**config.mk**
```make
export PLATFORM = sky130hd
export DESIGN_NAME = ramped_sine_reference_generator
export DESIGN_NICKNAME = d
export VERILOG_FILES = /design/src/design/rsrg_pkg.sv /design/src/design/ramped_sine_reference_generator.sv
export VERILOG_INCLUDE_DIRS = /design/src /design/src/design
export SDC_FILE = /design/constraint.sdc
export NUM_CORES = 2
export LEC_CHECK = 0
export BUFFER_PORTS_ARGS = -buffer_cell sky130_fd_sc_hd__buf_2
export CORE_MARGIN = 5
export CORE_UTILIZATION = 45
export DETAILED_ROUTE_END_ITERATION = 8
export PLACE_DENSITY_LB_ADDON = 0.05
export SKIP_CTS_REPAIR_TIMING = 1
export SLEW_MARGIN = 0
export SYNTH_ARGS = -nofsm -noshare
export SYNTH_HDL_FRONTEND = slang
export SYNTH_SLANG_ARGS = --single-unit
```
**constraint.sdc**
```tcl
create_clock -name clk_i -period 13.25 [get_ports clk_i]
set_clock_uncertainty 0.1 [all_clocks]
set_input_delay 0 -clock clk_i [delete_from_list [all_inputs] [get_ports clk_i]]
set_output_delay 0 -clock clk_i [all_outputs]
set_load 0.03 [all_outputs]
```
**src/design/ramped_sine_reference_generator_assert.svh**
```systemverilog
// ----------------------------------------------------------------------------
// Ramped sine reference generator assertion macros
// Concurrent checks on clk_i, disabled while rst_ni is low.
// ----------------------------------------------------------------------------
`ifndef RAMPED_SINE_REFERENCE_GENERATOR_ASSERT_SVH
`define RAMPED_SINE_REFERENCE_GENERATOR_ASSERT_SVH

// same-cycle implication
`define RSRG_ASSERT_NOW(label, ante, cons, msg) \
  label: assert property (@(posedge clk_i) disable iff (!rst_ni) (ante) |-> (cons)) \
    else $error(msg);

// next-cycle implication
`define RSRG_ASSERT_NEXT(label, ante, cons, msg) \
  label: assert property (@(posedge clk_i) disable iff (!rst_ni) (ante) |=> (cons)) \
    else $error(msg);

`endif

```
**src/design/rsrg_pkg.sv**
```systemverilog
// ----------------------------------------------------------------------------
// rsrg_pkg
// Constants, codes and helpers of the ramped sine reference generator.
// ----------------------------------------------------------------------------
package rsrg_pkg;

  localparam int unsigned SINE_TABLE_DEPTH = 1024;
  localparam int unsigned TBL_BITS         = $clog2(SINE_TABLE_DEPTH);
  localparam int unsigned RAMP_SECONDS     = 3;

  localparam logic [31:0] K1 = 32'd1686629713;
  localparam logic [31:0] K3 = 32'd693598668;
  localparam logic [31:0] K5 = 32'd85569306;
  localparam logic [31:0] K7 = 32'd5026995;
  localparam logic [31:0] K9 = 32'd172272;

  localparam logic [30:0] Q30_ONE       = 31'h4000_0000;
  localparam logic [31:0] ACCEL_DIVISOR = 32'd10000;
  // floor(2^45 / 10000), applied to the item shifted right by 13
  localparam logic [31:0] ACCEL_RECIP   = 32'd3518437208;

  localparam logic [2:0] CFG_CENTER   = 3'd0;
  localparam logic [2:0] CFG_AMP      = 3'd1;
  localparam logic [2:0] CFG_STEP     = 3'd2;
  localparam logic [2:0] CFG_RGAIN    = 3'd3;
  localparam logic [2:0] CFG_RATE     = 3'd4;
  localparam logic [2:0] CFG_TOTAL    = 3'd5;
  localparam logic [2:0] CFG_VAMP     = 3'd6;
  localparam logic [2:0] CFG_AAMP     = 3'd7;

  typedef logic signed [32:0] mul_op_t;
  typedef logic signed [65:0] mul_prod_t;

  localparam mul_prod_t SAT_MAX = 66'sd2147483647;
  localparam mul_prod_t SAT_MIN = -66'sd2147483648;

  function automatic logic signed [31:0] sat32(input mul_prod_t v);
    logic signed [31:0] r;
    if (v > SAT_MAX) begin
      r = 32'sh7FFF_FFFF;
    end else if (v < SAT_MIN) begin
      r = 32'sh8000_0000;
    end else begin
      r = v[31:0];
    end
    return r;
  endfunction

endpackage

```
**src/design/ramped_sine_reference_generator.sv**
```systemverilog
// ----------------------------------------------------------------------------
// Ramped sine reference generator
// One position/velocity/acceleration sample per tick item, sine from a
// Horner polynomial on one shared 33x33 signed multiplier.
// ----------------------------------------------------------------------------
// Usage
//   Input channel: in_valid_i/in_ready_o with restart_i. Each accepted tick
//   gives one sample on out_valid_o/out_ready_i, or none once the run is over.
//   Configuration: cfg_we_i writes cfg_data_i to register cfg_index_i at once;
//   write only while no tick is in flight.
//   Throughput: one tick at a time; the multiplier carries the Horner
//   steps of sine (and cosine after start-up) plus the scaling, differencing
//   and divide-by-10000 products in turn, one product per cycle.
//   Ready is high only while the sequencer is idle.
//   Reset: registers take their defaults (sample rate 200, others 0), the
//   run restarts at sample zero and no sample is held.
//   Stall: a finished sample waits in the output register; the next tick is
//   still accepted, and its own result waits until that register is free.
// ----------------------------------------------------------------------------
`include "ramped_sine_reference_generator_assert.svh"

module ramped_sine_reference_generator (
  input  logic                  clk_i,
  input  logic                  rst_ni,
  input  logic                  cfg_we_i,
  input  logic [2:0]            cfg_index_i,
  input  logic [31:0]           cfg_data_i,
  input  logic                  in_valid_i,
  output logic                  in_ready_o,
  input  logic                  restart_i,
  output logic                  out_valid_o,
  input  logic                  out_ready_i,
  output logic signed [31:0]    position_o,
  output logic signed [31:0]    velocity_o,
  output logic signed [31:0]    acceleration_o,
  output logic                  last_sample_o
);
  import rsrg_pkg::*;

  localparam logic [4:0] ST_IDLE  = 5'd0;
  localparam logic [4:0] ST_SX2   = 5'd1;
  localparam logic [4:0] ST_SH0   = 5'd2;
  localparam logic [4:0] ST_SH1   = 5'd3;
  localparam logic [4:0] ST_SH2   = 5'd4;
  localparam logic [4:0] ST_SH3   = 5'd5;
  localparam logic [4:0] ST_SH4   = 5'd6;
  localparam logic [4:0] ST_SSC   = 5'd7;
  localparam logic [4:0] ST_SPOS  = 5'd8;
  localparam logic [4:0] ST_SACC  = 5'd9;
  localparam logic [4:0] ST_SVEL  = 5'd10;
  localparam logic [4:0] ST_SENV  = 5'd11;
  localparam logic [4:0] ST_SRPOS = 5'd12;
  localparam logic [4:0] ST_SRVEL = 5'd13;
  localparam logic [4:0] ST_SRVS  = 5'd14;
  localparam logic [4:0] ST_SRAD  = 5'd15;
  localparam logic [4:0] ST_SRAQ  = 5'd16;
  localparam logic [4:0] ST_SRAR  = 5'd17;
  localparam logic [4:0] ST_SRAM  = 5'd18;
  localparam logic [4:0] ST_SRAC  = 5'd19;
  localparam logic [4:0] ST_SRAF  = 5'd20;
  localparam logic [4:0] ST_SDONE = 5'd21;

  localparam int unsigned LIM_W = 15;

  // configuration
  logic signed [31:0] center_q;
  logic [30:0]        amp_q, rgain_q, vamp_q, aamp_q;
  logic [31:0]        step_q;
  logic [9:0]         rate_q;
  logic [23:0]        total_q;

  // run state and sequencer
  logic [4:0]         state_q, state_d;
  logic [23:0]        n_q;
  logic [31:0]        phase_q;
  logic signed [31:0] prev_pos_q, prev_vel_q;
  logic               fin_q, cos_q, ramp_q;
  logic               out_valid_q;

  // datapath
  mul_prod_t          prod_q, prod_d;
  mul_op_t            op_a, op_b;
  logic [30:0]        x2_q, mag_q;
  logic               neg_q, tneg_q;
  logic signed [31:0] pos_q, vel_q, acc_q;
  logic [42:0]        tmag_q;
  logic [29:0]        q_q;
  logic [15:0]        r_q;
  logic signed [31:0] pos_out_q, vel_out_q, acc_out_q;
  logic               last_out_q;

  logic               accept, load_out, last_now, start_run;
  logic [23:0]        n_eff;
  logic               fin_eff;
  logic [LIM_W-1:0]   ramp_lim;
  logic [1:0]         quad;
  logic [TBL_BITS-1:0] kidx;
  logic [TBL_BITS:0]  kk;
  logic [30:0]        x;
  logic [31:0]        hk, hsub;
  logic [30:0]        sine_raw, mag_new, env;
  logic [31:0]        rnd;
  logic signed [33:0] rnd_s, r_pos, r_neg, pos_sum;
  logic signed [32:0] diff_pos, diff_vel;
  mul_prod_t          pneg;
  logic [42:0]        tabs;
  logic [15:0]        r_new;
  logic [29:0]        q_fin;
  logic signed [31:0] q_s, acc_fin;

  assign accept    = in_valid_i && in_ready_o;
  assign in_ready_o = (state_q == ST_IDLE);
  assign load_out  = (state_q == ST_SDONE) && (!out_valid_q || out_ready_i);
  assign last_now  = (n_q == total_q);

  assign n_eff     = restart_i ? '0 : n_q;
  assign fin_eff   = restart_i ? 1'b0 : fin_q;
  assign start_run = !fin_eff && (n_eff <= total_q);
  assign ramp_lim  = LIM_W'(rate_q) * LIM_W'(RAMP_SECONDS);

  assign quad     = phase_q[31:30] + {1'b0, cos_q};
  assign kidx     = phase_q[29:30-TBL_BITS];
  assign kk       = quad[0] ? ((TBL_BITS+1)'(SINE_TABLE_DEPTH) - {1'b0, kidx})
                            : {1'b0, kidx};
  assign x        = {kk, {(30-TBL_BITS){1'b0}}};

  assign hsub     = hk - prod_q[61:30];
  assign sine_raw = prod_q[60:30];
  assign mag_new  = (sine_raw > Q30_ONE) ? Q30_ONE : sine_raw;
  assign env      = (|prod_q[65:31]) ? 31'h7FFF_FFFF : prod_q[30:0];

  assign rnd      = {1'b0, prod_q[60:30]} + 32'(prod_q[29]);
  assign rnd_s    = $signed({2'b00, rnd});
  assign r_pos    = neg_q ? -rnd_s : rnd_s;
  assign r_neg    = neg_q ? rnd_s : -rnd_s;
  assign pos_sum  = 34'(center_q) + r_pos;

  assign diff_pos = 33'(pos_q) - 33'(prev_pos_q);
  assign diff_vel = 33'(vel_q) - 33'(prev_vel_q);

  assign pneg     = -prod_q;
  assign tabs     = prod_q[65] ? pneg[42:0] : prod_q[42:0];
  assign r_new    = tmag_q[15:0] - prod_q[15:0];
  assign q_fin    = q_q + 30'(r_q >= 16'(ACCEL_DIVISOR))
                        + 30'(r_q >= 16'(2 * ACCEL_DIVISOR));
  assign q_s      = $signed({2'b00, q_fin});
  assign acc_fin  = tneg_q ? -q_s : q_s;

  always_comb begin
    hk = K1;
    unique case (state_q)
      ST_SH1:  hk = K7;
      ST_SH2:  hk = K5;
      ST_SH3:  hk = K3;
      default: hk = K1;
    endcase
  end

  always_comb begin
    op_a = '0;
    op_b = '0;
    unique case (state_q)
      ST_SX2: begin
        op_a = 33'(x);
        op_b = 33'(x);
      end
      ST_SH0: begin
        op_a = 33'(K9);
        op_b = 33'(prod_q[60:30]);
      end
      ST_SH1, ST_SH2, ST_SH3: begin
        op_a = 33'(hsub);
        op_b = 33'(x2_q);
      end
      ST_SH4: begin
        op_a = 33'(hsub);
        op_b = 33'(x);
      end
      ST_SSC: begin
        if (cos_q) begin
          op_a = 33'(vamp_q);
          op_b = 33'(mag_new);
        end else if (ramp_q) begin
          op_a = 33'(rgain_q);
          op_b = 33'(n_q);
        end else begin
          op_a = 33'(amp_q);
          op_b = 33'(mag_new);
        end
      end
      ST_SENV: begin
        op_a = 33'(env);
        op_b = 33'(mag_q);
      end
      ST_SPOS: begin
        op_a = 33'(aamp_q);
        op_b = 33'(mag_q);
      end
      ST_SRVEL: begin
        op_a = diff_pos;
        op_b = 33'(rate_q);
      end
      ST_SRAD: begin
        op_a = diff_vel;
        op_b = 33'(rate_q);
      end
      ST_SRAR: begin
        op_a = 33'(tmag_q[42:13]);
        op_b = 33'(ACCEL_RECIP);
      end
      ST_SRAM: begin
        op_a = 33'(prod_q[61:32]);
        op_b = 33'(ACCEL_DIVISOR);
      end
      default: begin
        op_a = '0;
        op_b = '0;
      end
    endcase
  end

  assign prod_d = op_a * op_b;

  always_comb begin
    state_d = state_q;
    unique case (state_q)
      ST_IDLE:  state_d = (accept && start_run) ? ST_SX2 : ST_IDLE;
      ST_SX2:   state_d = ST_SH0;
      ST_SH0:   state_d = ST_SH1;
      ST_SH1:   state_d = ST_SH2;
      ST_SH2:   state_d = ST_SH3;
      ST_SH3:   state_d = ST_SH4;
      ST_SH4:   state_d = ST_SSC;
      ST_SSC: begin
        if (cos_q) begin
          state_d = ST_SVEL;
        end else if (ramp_q) begin
          state_d = ST_SENV;
        end else begin
          state_d = ST_SPOS;
        end
      end
      ST_SPOS:  state_d = ST_SACC;
      ST_SACC:  state_d = ST_SX2;
      ST_SVEL:  state_d = ST_SDONE;
      ST_SENV:  state_d = ST_SRPOS;
      ST_SRPOS: state_d = ST_SRVEL;
      ST_SRVEL: state_d = ST_SRVS;
      ST_SRVS:  state_d = ST_SRAD;
      ST_SRAD:  state_d = ST_SRAQ;
      ST_SRAQ:  state_d = ST_SRAR;
      ST_SRAR:  state_d = ST_SRAM;
      ST_SRAM:  state_d = ST_SRAC;
      ST_SRAC:  state_d = ST_SRAF;
      ST_SRAF:  state_d = ST_SDONE;
      ST_SDONE: state_d = load_out ? ST_IDLE : ST_SDONE;
      default:  state_d = ST_IDLE;
    endcase
  end

  // configuration registers
  always_ff @(posedge clk_i or negedge rst_ni) begin
    if (!rst_ni) begin
      center_q <= '0;
      amp_q    <= '0;
      step_q   <= '0;
      rgain_q  <= '0;
      rate_q   <= 10'd200;
      total_q  <= '0;
      vamp_q   <= '0;
      aamp_q   <= '0;
    end else if (cfg_we_i) begin
      unique case (cfg_index_i)
        CFG_CENTER: center_q <= cfg_data_i;
        CFG_AMP:    amp_q    <= cfg_data_i[30:0];
        CFG_STEP:   step_q   <= cfg_data_i;
        CFG_RGAIN:  rgain_q  <= cfg_data_i[30:0];
        CFG_RATE:   rate_q   <= cfg_data_i[9:0];
        CFG_TOTAL:  total_q  <= cfg_data_i[23:0];
        CFG_VAMP:   vamp_q   <= cfg_data_i[30:0];
        CFG_AAMP:   aamp_q   <= cfg_data_i[30:0];
        default:    center_q <= center_q;
      endcase
    end
  end

  // sequencer and run state
  always_ff @(posedge clk_i or negedge rst_ni) begin
    if (!rst_ni) begin
      state_q     <= ST_IDLE;
      n_q         <= '0;
      phase_q     <= '0;
      prev_pos_q  <= '0;
      prev_vel_q  <= '0;
      fin_q       <= 1'b0;
      cos_q       <= 1'b0;
      ramp_q      <= 1'b0;
      out_valid_q <= 1'b0;
    end else begin
      state_q <= state_d;
      if (accept) begin
        n_q    <= n_eff;
        fin_q  <= !start_run;
        cos_q  <= 1'b0;
        ramp_q <= (n_eff <= 24'(ramp_lim));
        if (restart_i) begin
          phase_q    <= '0;
          prev_pos_q <= '0;
          prev_vel_q <= '0;
        end
      end
      if (state_q == ST_SACC) begin
        cos_q <= 1'b1;
      end
      if (load_out) begin
        out_valid_q <= 1'b1;
        fin_q       <= last_now;
        phase_q     <= phase_q + step_q;
        if (!last_now) begin
          n_q <= n_q + 24'd1;
        end
        if (ramp_q) begin
          prev_pos_q <= pos_q;
          prev_vel_q <= vel_q;
        end
      end else if (out_ready_i) begin
        out_valid_q <= 1'b0;
      end
    end
  end

  // datapath registers
  always_ff @(posedge clk_i) begin
    prod_q <= prod_d;
    unique case (state_q)
      ST_SH0:   x2_q <= prod_q[60:30];
      ST_SSC: begin
        mag_q <= mag_new;
        neg_q <= quad[1];
      end
      ST_SPOS:  pos_q <= sat32(66'(pos_sum));
      ST_SACC:  acc_q <= sat32(66'(r_neg));
      ST_SVEL:  vel_q <= sat32(66'(r_pos));
      ST_SRPOS: pos_q <= sat32(66'(pos_sum));
      ST_SRVS:  vel_q <= sat32(prod_q);
      ST_SRAQ: begin
        tmag_q <= tabs;
        tneg_q <= prod_q[65];
      end
      ST_SRAM:  q_q <= prod_q[61:32];
      ST_SRAC:  r_q <= r_new;
      ST_SRAF:  acc_q <= acc_fin;
      default:  x2_q <= x2_q;
    endcase
    if (load_out) begin
      pos_out_q  <= pos_q;
      vel_out_q  <= vel_q;
      acc_out_q  <= acc_q;
      last_out_q <= last_now;
    end
  end

  assign out_valid_o    = out_valid_q;
  assign position_o     = pos_out_q;
  assign velocity_o     = vel_out_q;
  assign acceleration_o = acc_out_q;
  assign last_sample_o  = last_out_q;

  `RSRG_ASSERT_NEXT(a_start_seq, accept && start_run, state_q == ST_SX2,
                    "accepted item did not start the sequencer")
  `RSRG_ASSERT_NOW(a_rem_bound, state_q == ST_SRAF, r_q < 16'(3 * ACCEL_DIVISOR),
                   "divide-by-10000 remainder out of correction range")
  `RSRG_ASSERT_NEXT(a_hold_done, (state_q == ST_SDONE) && out_valid_q && !out_ready_i,
                    state_q == ST_SDONE, "result loaded over a held item")
  `RSRG_ASSERT_NEXT(a_last_fin, load_out && last_now, fin_q && out_valid_q,
                    "last item did not close the run")

endmodule
```
* Word-level counts from Yosys, hierarchy flattened
Cells that the tools add are included.
Operators by class: reduce and logical (&&, ||, !) cells 33, multiply operators 2, eq/ne operators 29, add/sub/neg operators 15, mux-type cells 50, magnitude comparators 13
Operators with widths (number):
- two-way mux 32 bit | 19
- one-hot mux 33 bit (10 select lines) | 1
- one-hot mux 33 bit (8 select lines) | 1
- two-way mux 31 bit | 6
- one-hot mux 32 bit (2 select lines) | 2
- one-hot mux 5 bit (21 select lines) | 1
- greater-than comparator 34 x 32 -> 1 bit (second input constant) | 3
- less-than comparator 34 x 32 -> 1 bit (second input constant) | 3
- two-way mux 24 bit | 4
- one-hot mux 31 bit (3 select lines) | 1
- two-way mux 34 bit | 2
- greater-than comparator 66 x 32 -> 1 bit (second input constant) | 1
- less-than comparator 66 x 32 -> 1 bit (second input constant) | 1
- multiplier 33 x 33 -> 66 bit | 1
- subtractor 32 x 32 -> 33 bit | 2
- adder 30 x 1 -> 30 bit | 2
- two-way mux 43 bit | 1
- negator 43 bit | 1
- equality test 5 x 4 -> 1 bit (second input constant) | 8
- OR reduction 35 bit | 1
- adder 32 x 34 -> 34 bit | 1
- negator 32 -> 34 bit | 1
- adder 31 x 32 -> 32 bit | 1
- adder 32 bit | 1
- 34 further kinds | 77
Word-level totals: output and inout bits 99, register bits after elaboration 763, input bits 41

* Longest topological paths before layout
depth after elaboration 7, depth in mapped cells 49, gate-level depth less buffers 45

* Worst setup path before layout
Ideal clock, no wire load.
path kind reg2reg, from register state_q[0], to register prod_q[65], period minus slack after synthesis 11.331 ns, setup slack 1.919 ns, cell stages (with the launch flop) 47, data arrival time 11.112 ns, library setup time 0.120 ns, data required time 13.030 ns, path through dfrtp_1 -> clkbuf_1 -> buf_1 -> buf_1 -> nor2_1 -> nor2_1 -> inv_1 -> ha_1 -> nor2b_1 -> o31ai_1 -> a21oi_1 -> o2111ai_1 -> a21oi_1 -> o211ai_1 -> a21oi_1 -> nor2b_1 -> o2bb2ai_1 -> a2111oi_2 -> [11 not listed] -> inv_1 -> fa_1 -> inv_1 -> fa_1 -> inv_1 -> ha_1 -> clkbuf_1 -> a21oi_1 -> o211ai_1 -> a41o_1 -> a211o_1 -> o211ai_1 -> a21oi_1 -> a311o_1 -> nand2_1 -> o311a_1 -> o21a_1 -> a211o_1
On the way: longest elaborated chain between the ends 5, elaborated cells between the ends (all ways) 23, those cells by class add/sub: 1; mul: 1; eq/ne: 13; mux: 3; reduce/logical: 5
Ends and longest elaborated chain:
- start: declaration | RTL line ramped_sine_reference_generator.sv:73 | logic [4:0] state_q, state_d;
- start signal: assignment | RTL line ramped_sine_reference_generator.sv:300 | state_q <= state_d;
- equality test 5 x 3 -> 1 bit or equality test 5 x 2 -> 1 bit (tied branches) | RTL line ramped_sine_reference_generator.sv:151, ramped_sine_reference_generator.sv:162
- one-hot mux 31 bit (3 select lines) | RTL line ramped_sine_reference_generator.sv:151 | unique case (state_q)
- subtractor 31 x 32 -> 32 bit | RTL line ramped_sine_reference_generator.sv:127 | assign hsub = hk - prod_q[61:30];
- one-hot mux 33 bit (10 select lines) | RTL line ramped_sine_reference_generator.sv:162 | unique case (state_q)
- multiplier 33 x 33 -> 66 bit * | RTL line ramped_sine_reference_generator.sv:222 | assign prod_d = op_a * op_b;
- named net prod_d[65] | RTL line ramped_sine_reference_generator.sv:81 | mul_prod_t prod_q, prod_d;
- end signal: assignment | RTL line ramped_sine_reference_generator.sv:334 | prod_q <= prod_d;
- end: declaration | RTL line ramped_sine_reference_generator.sv:81
The timed path passes the listed nets; every way through them passes the cells marked *. A chain may end at the register's enable or synchronous reset.

* Worst setup path in the final report
from register prod_q[36], to register prod_q[64]
On the way: longest elaborated chain between the ends 6, elaborated cells between the ends (all ways) 10, those cells by class add/sub: 1; mul: 1; order compare: 1; mux: 6; reduce/logical: 1
Ends and longest elaborated chain:
- greater-than comparator 31 bit | RTL line ramped_sine_reference_generator.sv:129 | assign mag_new = (sine_raw > Q30_ONE) ? Q30_ONE : sine_raw;
- two-way mux 31 bit | RTL line ramped_sine_reference_generator.sv:129
- two-way mux 31 bit | RTL line ramped_sine_reference_generator.sv:183 | end else if (ramp_q) begin
- two-way mux 31 bit | RTL line ramped_sine_reference_generator.sv:180 | if (cos_q) begin
- one-hot mux 33 bit (8 select lines) | RTL line ramped_sine_reference_generator.sv:162
- multiplier 33 x 33 -> 66 bit * | RTL line ramped_sine_reference_generator.sv:222
- named net prod_d[64] | RTL line ramped_sine_reference_generator.sv:81
Marked as above.

==> impl_results.md <==
- Result of the run: complete, no violations
- Clk pin slew, worst setup/hold paths: 0.08 ns
- Asr flop ratio synth: 46.25%
- CP Data Required Time: 13.73 ns
- Placement Setup Slack: 0.4677 ns
- Leading cell types by total area after synthesis: fa_1 27%, edfxtp_1 12%, dfrtp_1 10%
- Area growth from synthesis to layout: 10.04%
- Drt total wl: 336.0 mm
- Yosys warns: 0
- Critical path type: flip-flop to flip-flop
- Maximum level of the CTS H-tree: 3
- Endpoint kind of the worst setup timing path: flip-flop
- Via density per instance: 5.875
- IO Pins: 140
- Number of fillers in the final layout: 17,890
- Worst slew margin relative to its limit: 6.653%
- Placed cell areas: 89,350 um^2
- Die Height: 443.3 um
- Number of enable-type register cells in the synthesized netlist: 342
- CP max stage delay: 0.73 ns
- Router iterations before antenna repair: 6
- Avg Inst Size Synth: 9.547 um^2
- Number of cells traversed by the worst hold path: 3
- TritonCTS clock tree: yes
- Minimum period implied by the final worst setup slack: 12.86 ns
- Hold path start: cfg_data_i[31]
- Total global-route track usage: 33.90%
- Area share of the largest cell type after synthesis: 27.34%
- Most used DFF post-synth: dfrtp_1
- Count of endpoints failing setup in the final report: 0
- GR met1 Demand/Resource: 46.63%
- Summed area of non-filler cells in the final layout: 92,990 um^2
- Final period utilization: 97.02%
- Register cell area after layout: 20,380 um^2
- Kind of start point of the critical path: flip-flop
- Count of unresolved DRC violations after routing: 0
- Overall overflow remaining after global route: 0
- Reg2Reg Capture Point: prod_q[64]$_DFF_P_
- Crit path setup slack, layout: 0.3946 ns
- Final-stage net count: 10,710
- Portion of the post-synthesis area used by sequential elements: 24.12%
- Number of violations reported at the end of detailed-routing iteration 0: 6,742
- Via count of the first global-routing pass: 68,490
- Maximum root-to-sink buffer count: 3
- Combined area of the multi-input logic cells: 57,590 um^2
- Max-slew violations: 0
- Synthesized flop and latch total: 759
- Count of cell types in the netlist: 108
- Most instantiated library cell after synthesis: inv_1
- Std-Cell Rows: 159
- Via total after detailed routing: 68,280
- Cells after Synth: 8,851
- Number of endpoints with negative hold slack in the final report: 0
- Met2 layer usage reported by global route: 52.85%
- HPWL after detailed placement: 273.2 mm
- Routability congestion estimate from global placement: 0.9728
- Max Cap Violations: 0
- Die outline area: 196,600 um^2
- CP dominant cell by count: fa_1
- RSZ-0062 raised after global routing: yes
- Launching point of the worst reg2reg path: prod_q[36]$_DFF_P_
- CTS Root Buffer Type: clkbuf_16
- Antenna Violating Nets Remaining: 0
- Cell area after technology mapping: 84,500 um^2
- Die Span X: 443.3 um
- Floorplan Core Area: 187,200 um^2
- Global-route wire length before repair: 487.9 mm
- Number of cells traversed by the worst register-to-register path: 38
- Number of input and output port buffers inserted: 139
- CTS sink count: 759
- Antenna violations before repair: 39
- Destination of the worst hold path: center_q[31]$_DFFE_PN0P_
- Register-to-register path setup slack: 0.39 ns
- CTS Buf Count: 89
- Final core utilization: 49.67%
- Global routing's busiest layer: met2
- Insertion delay of the later-clocked pin in the worst-skew pair: 0.74 ns
- Post-DR wirelength/cell: 28.92 um
- Actual transition at the worst max-transition pin: 1.400 ns
- F_max: 77.79 MHz
- Met3 track utilization from global routing: 4.897%
- Slowest-stage cell, CP: or4_4
- Maximum number of pins on one net before global-route repair: 163
- Most numerous cell types in the synthesized netlist: 1,395 x inv_1, 1,154 x fa_1, 933 x nand2_1
- Arrival @ worst endpoint: 13.34 ns
- Share of cells above drive strength 1: 10.55%
- Yosys top cell by area: fa_1
- Starting density of the core: 45.14%
- Hold_ws: 0.003708 ns
- Biggest fanout along the worst timing path: 32
- Tightest Hold Check Type: primary input to flip-flop
cell families (layout without fill, tap and decap cells):
kind of cell / after synthesis / after routing / synth area share [%]
xor+xnor: 406 / 406 / 4.208
mux: 271 / 271 / 3.540
buf+inv: 1830 / 2051 / 8.335
fa+ha+maj: 1623 / 1623 / 34.28
flops: 759 / 759 / 24.12
compound gates: 1595 / 1595 / 12.45
simple gates: 2365 / 2365 / 13.06
other cells: 2 / 56 / 0.008887
state kept, by name, summed over array words and instances (netlist names), 32 cells and up:
| signal | count |
|---|---|
| step_q | 32 |
| pos_q | 32 |
| prod_q | 66 |
| acceleration_o | 32 |
| position_o | 32 |
| tmag_q | 43 |
| acc_q | 32 |
| velocity_o | 32 |
| prev_vel_q | 32 |
| prev_pos_q | 32 |
| phase_q | 32 |
| center_q | 32 |
| vel_q | 32 |
critical path, delay by kind of cell, from the launching register on:
| family | cells | cell delay, ns |
|---|---|---|
| adders and majority gates | 9 | 4.47 |
| and+or+nand+nor | 10 | 3.51 |
| AOI/OAI and AO/OA | 9 | 3.08 |
| buffers and inverters | 9 | 1.02 |
| DFF | 1 | 0.32 |
| xor gates and xnor gates | 1 | 0.14 |
worst max path at each step:
stage	cells after the start	slack, ns	endpoint	startpoint
finish	38	0.39	prod_q[64]$_DFF_P_	prod_q[36]$_DFF_P_
global placement	39	0.63	prod_q[63]$_DFF_P_	state_q[4]$_DFF_PN0_
global route	45	-0.003	prod_q[63]$_DFF_P_	state_q[4]$_DFF_PN0_
detailed placement	39	0.47	prod_q[65]$_DFF_P_	state_q[4]$_DFF_PN0_
CTS	39	0.45	prod_q[65]$_DFF_P_	state_q[4]$_DFF_PN0_
floorplan	46	1.92	prod_q[65]$_DFF_P_	state_q[0]$_DFF_PN0_
routing by layer:
metal,share of wire [%],up-vias
met5,0.018,-
met4,6.1,12
met3,7.3,686
met2,45,3049
met1,42,34900
li1,-,29630
cell type report:
type                       count  share of cell area, %
tap                         2495                  3.357
multi-input combinational   6308                  61.94
clock inverter                41                 0.4723
timing repair buffer         492                  3.855
antenna                        8                0.02153
clock buffer                 120                  2.788
sequential                   759                  21.92
inverter                    1398                  5.646
per-stage QoR:
| step | instances | setup TNS, ns |
|---|---|---|
| finish | 11620 | 0 |
| global route | 11610 | -0.002855 |
| CTS | 11560 | 0 |
| detailed placement | 11400 | 0 |
| global placement | 11400 | 0 |
| floorplan | 8897 | 0 |
cells in the final DEF, fill, tap and decap left out, types with 37 or more instances in the layout:
master         Yosys  layout
nor4_1            54      50
a21oi_1          442     440
o21ai_0          320     319
dfxtp_1           66      64
buf_4              6     301
o21a_1            49      49
xnor2_1          283     282
nand3_1          161     161
mux2i_1           48      46
and2_1           109     108
a31oi_1           54      54
fa_1            1154    1154
o21ai_1           40      37
nand4_1           88      88
nor2_1           549     539
a21o_1           131     131
or3_1             44      43
and3_1            59      58
o31ai_1           42      41
edfxtp_1         342     342
a22oi_1           39      39
ha_1             467     467
inv_1           1395    1393
o211ai_1          42      42
a22o_1            71      71
buf_2             72     138
nor3_1            78      72
clkbuf_16          0      96
nor2b_1           81      81
dfrtp_1          348     345
conb_1             2      48
dlygate4sd3_1      0      42
xor2_1           123     122
mux2_2           223     223
nand2b_1          74      74
nand2_1          933     933
Power is left out: the tool's default activity adds up to more than one toggle a clock period on the data nets, which glitch-free logic cannot reach.
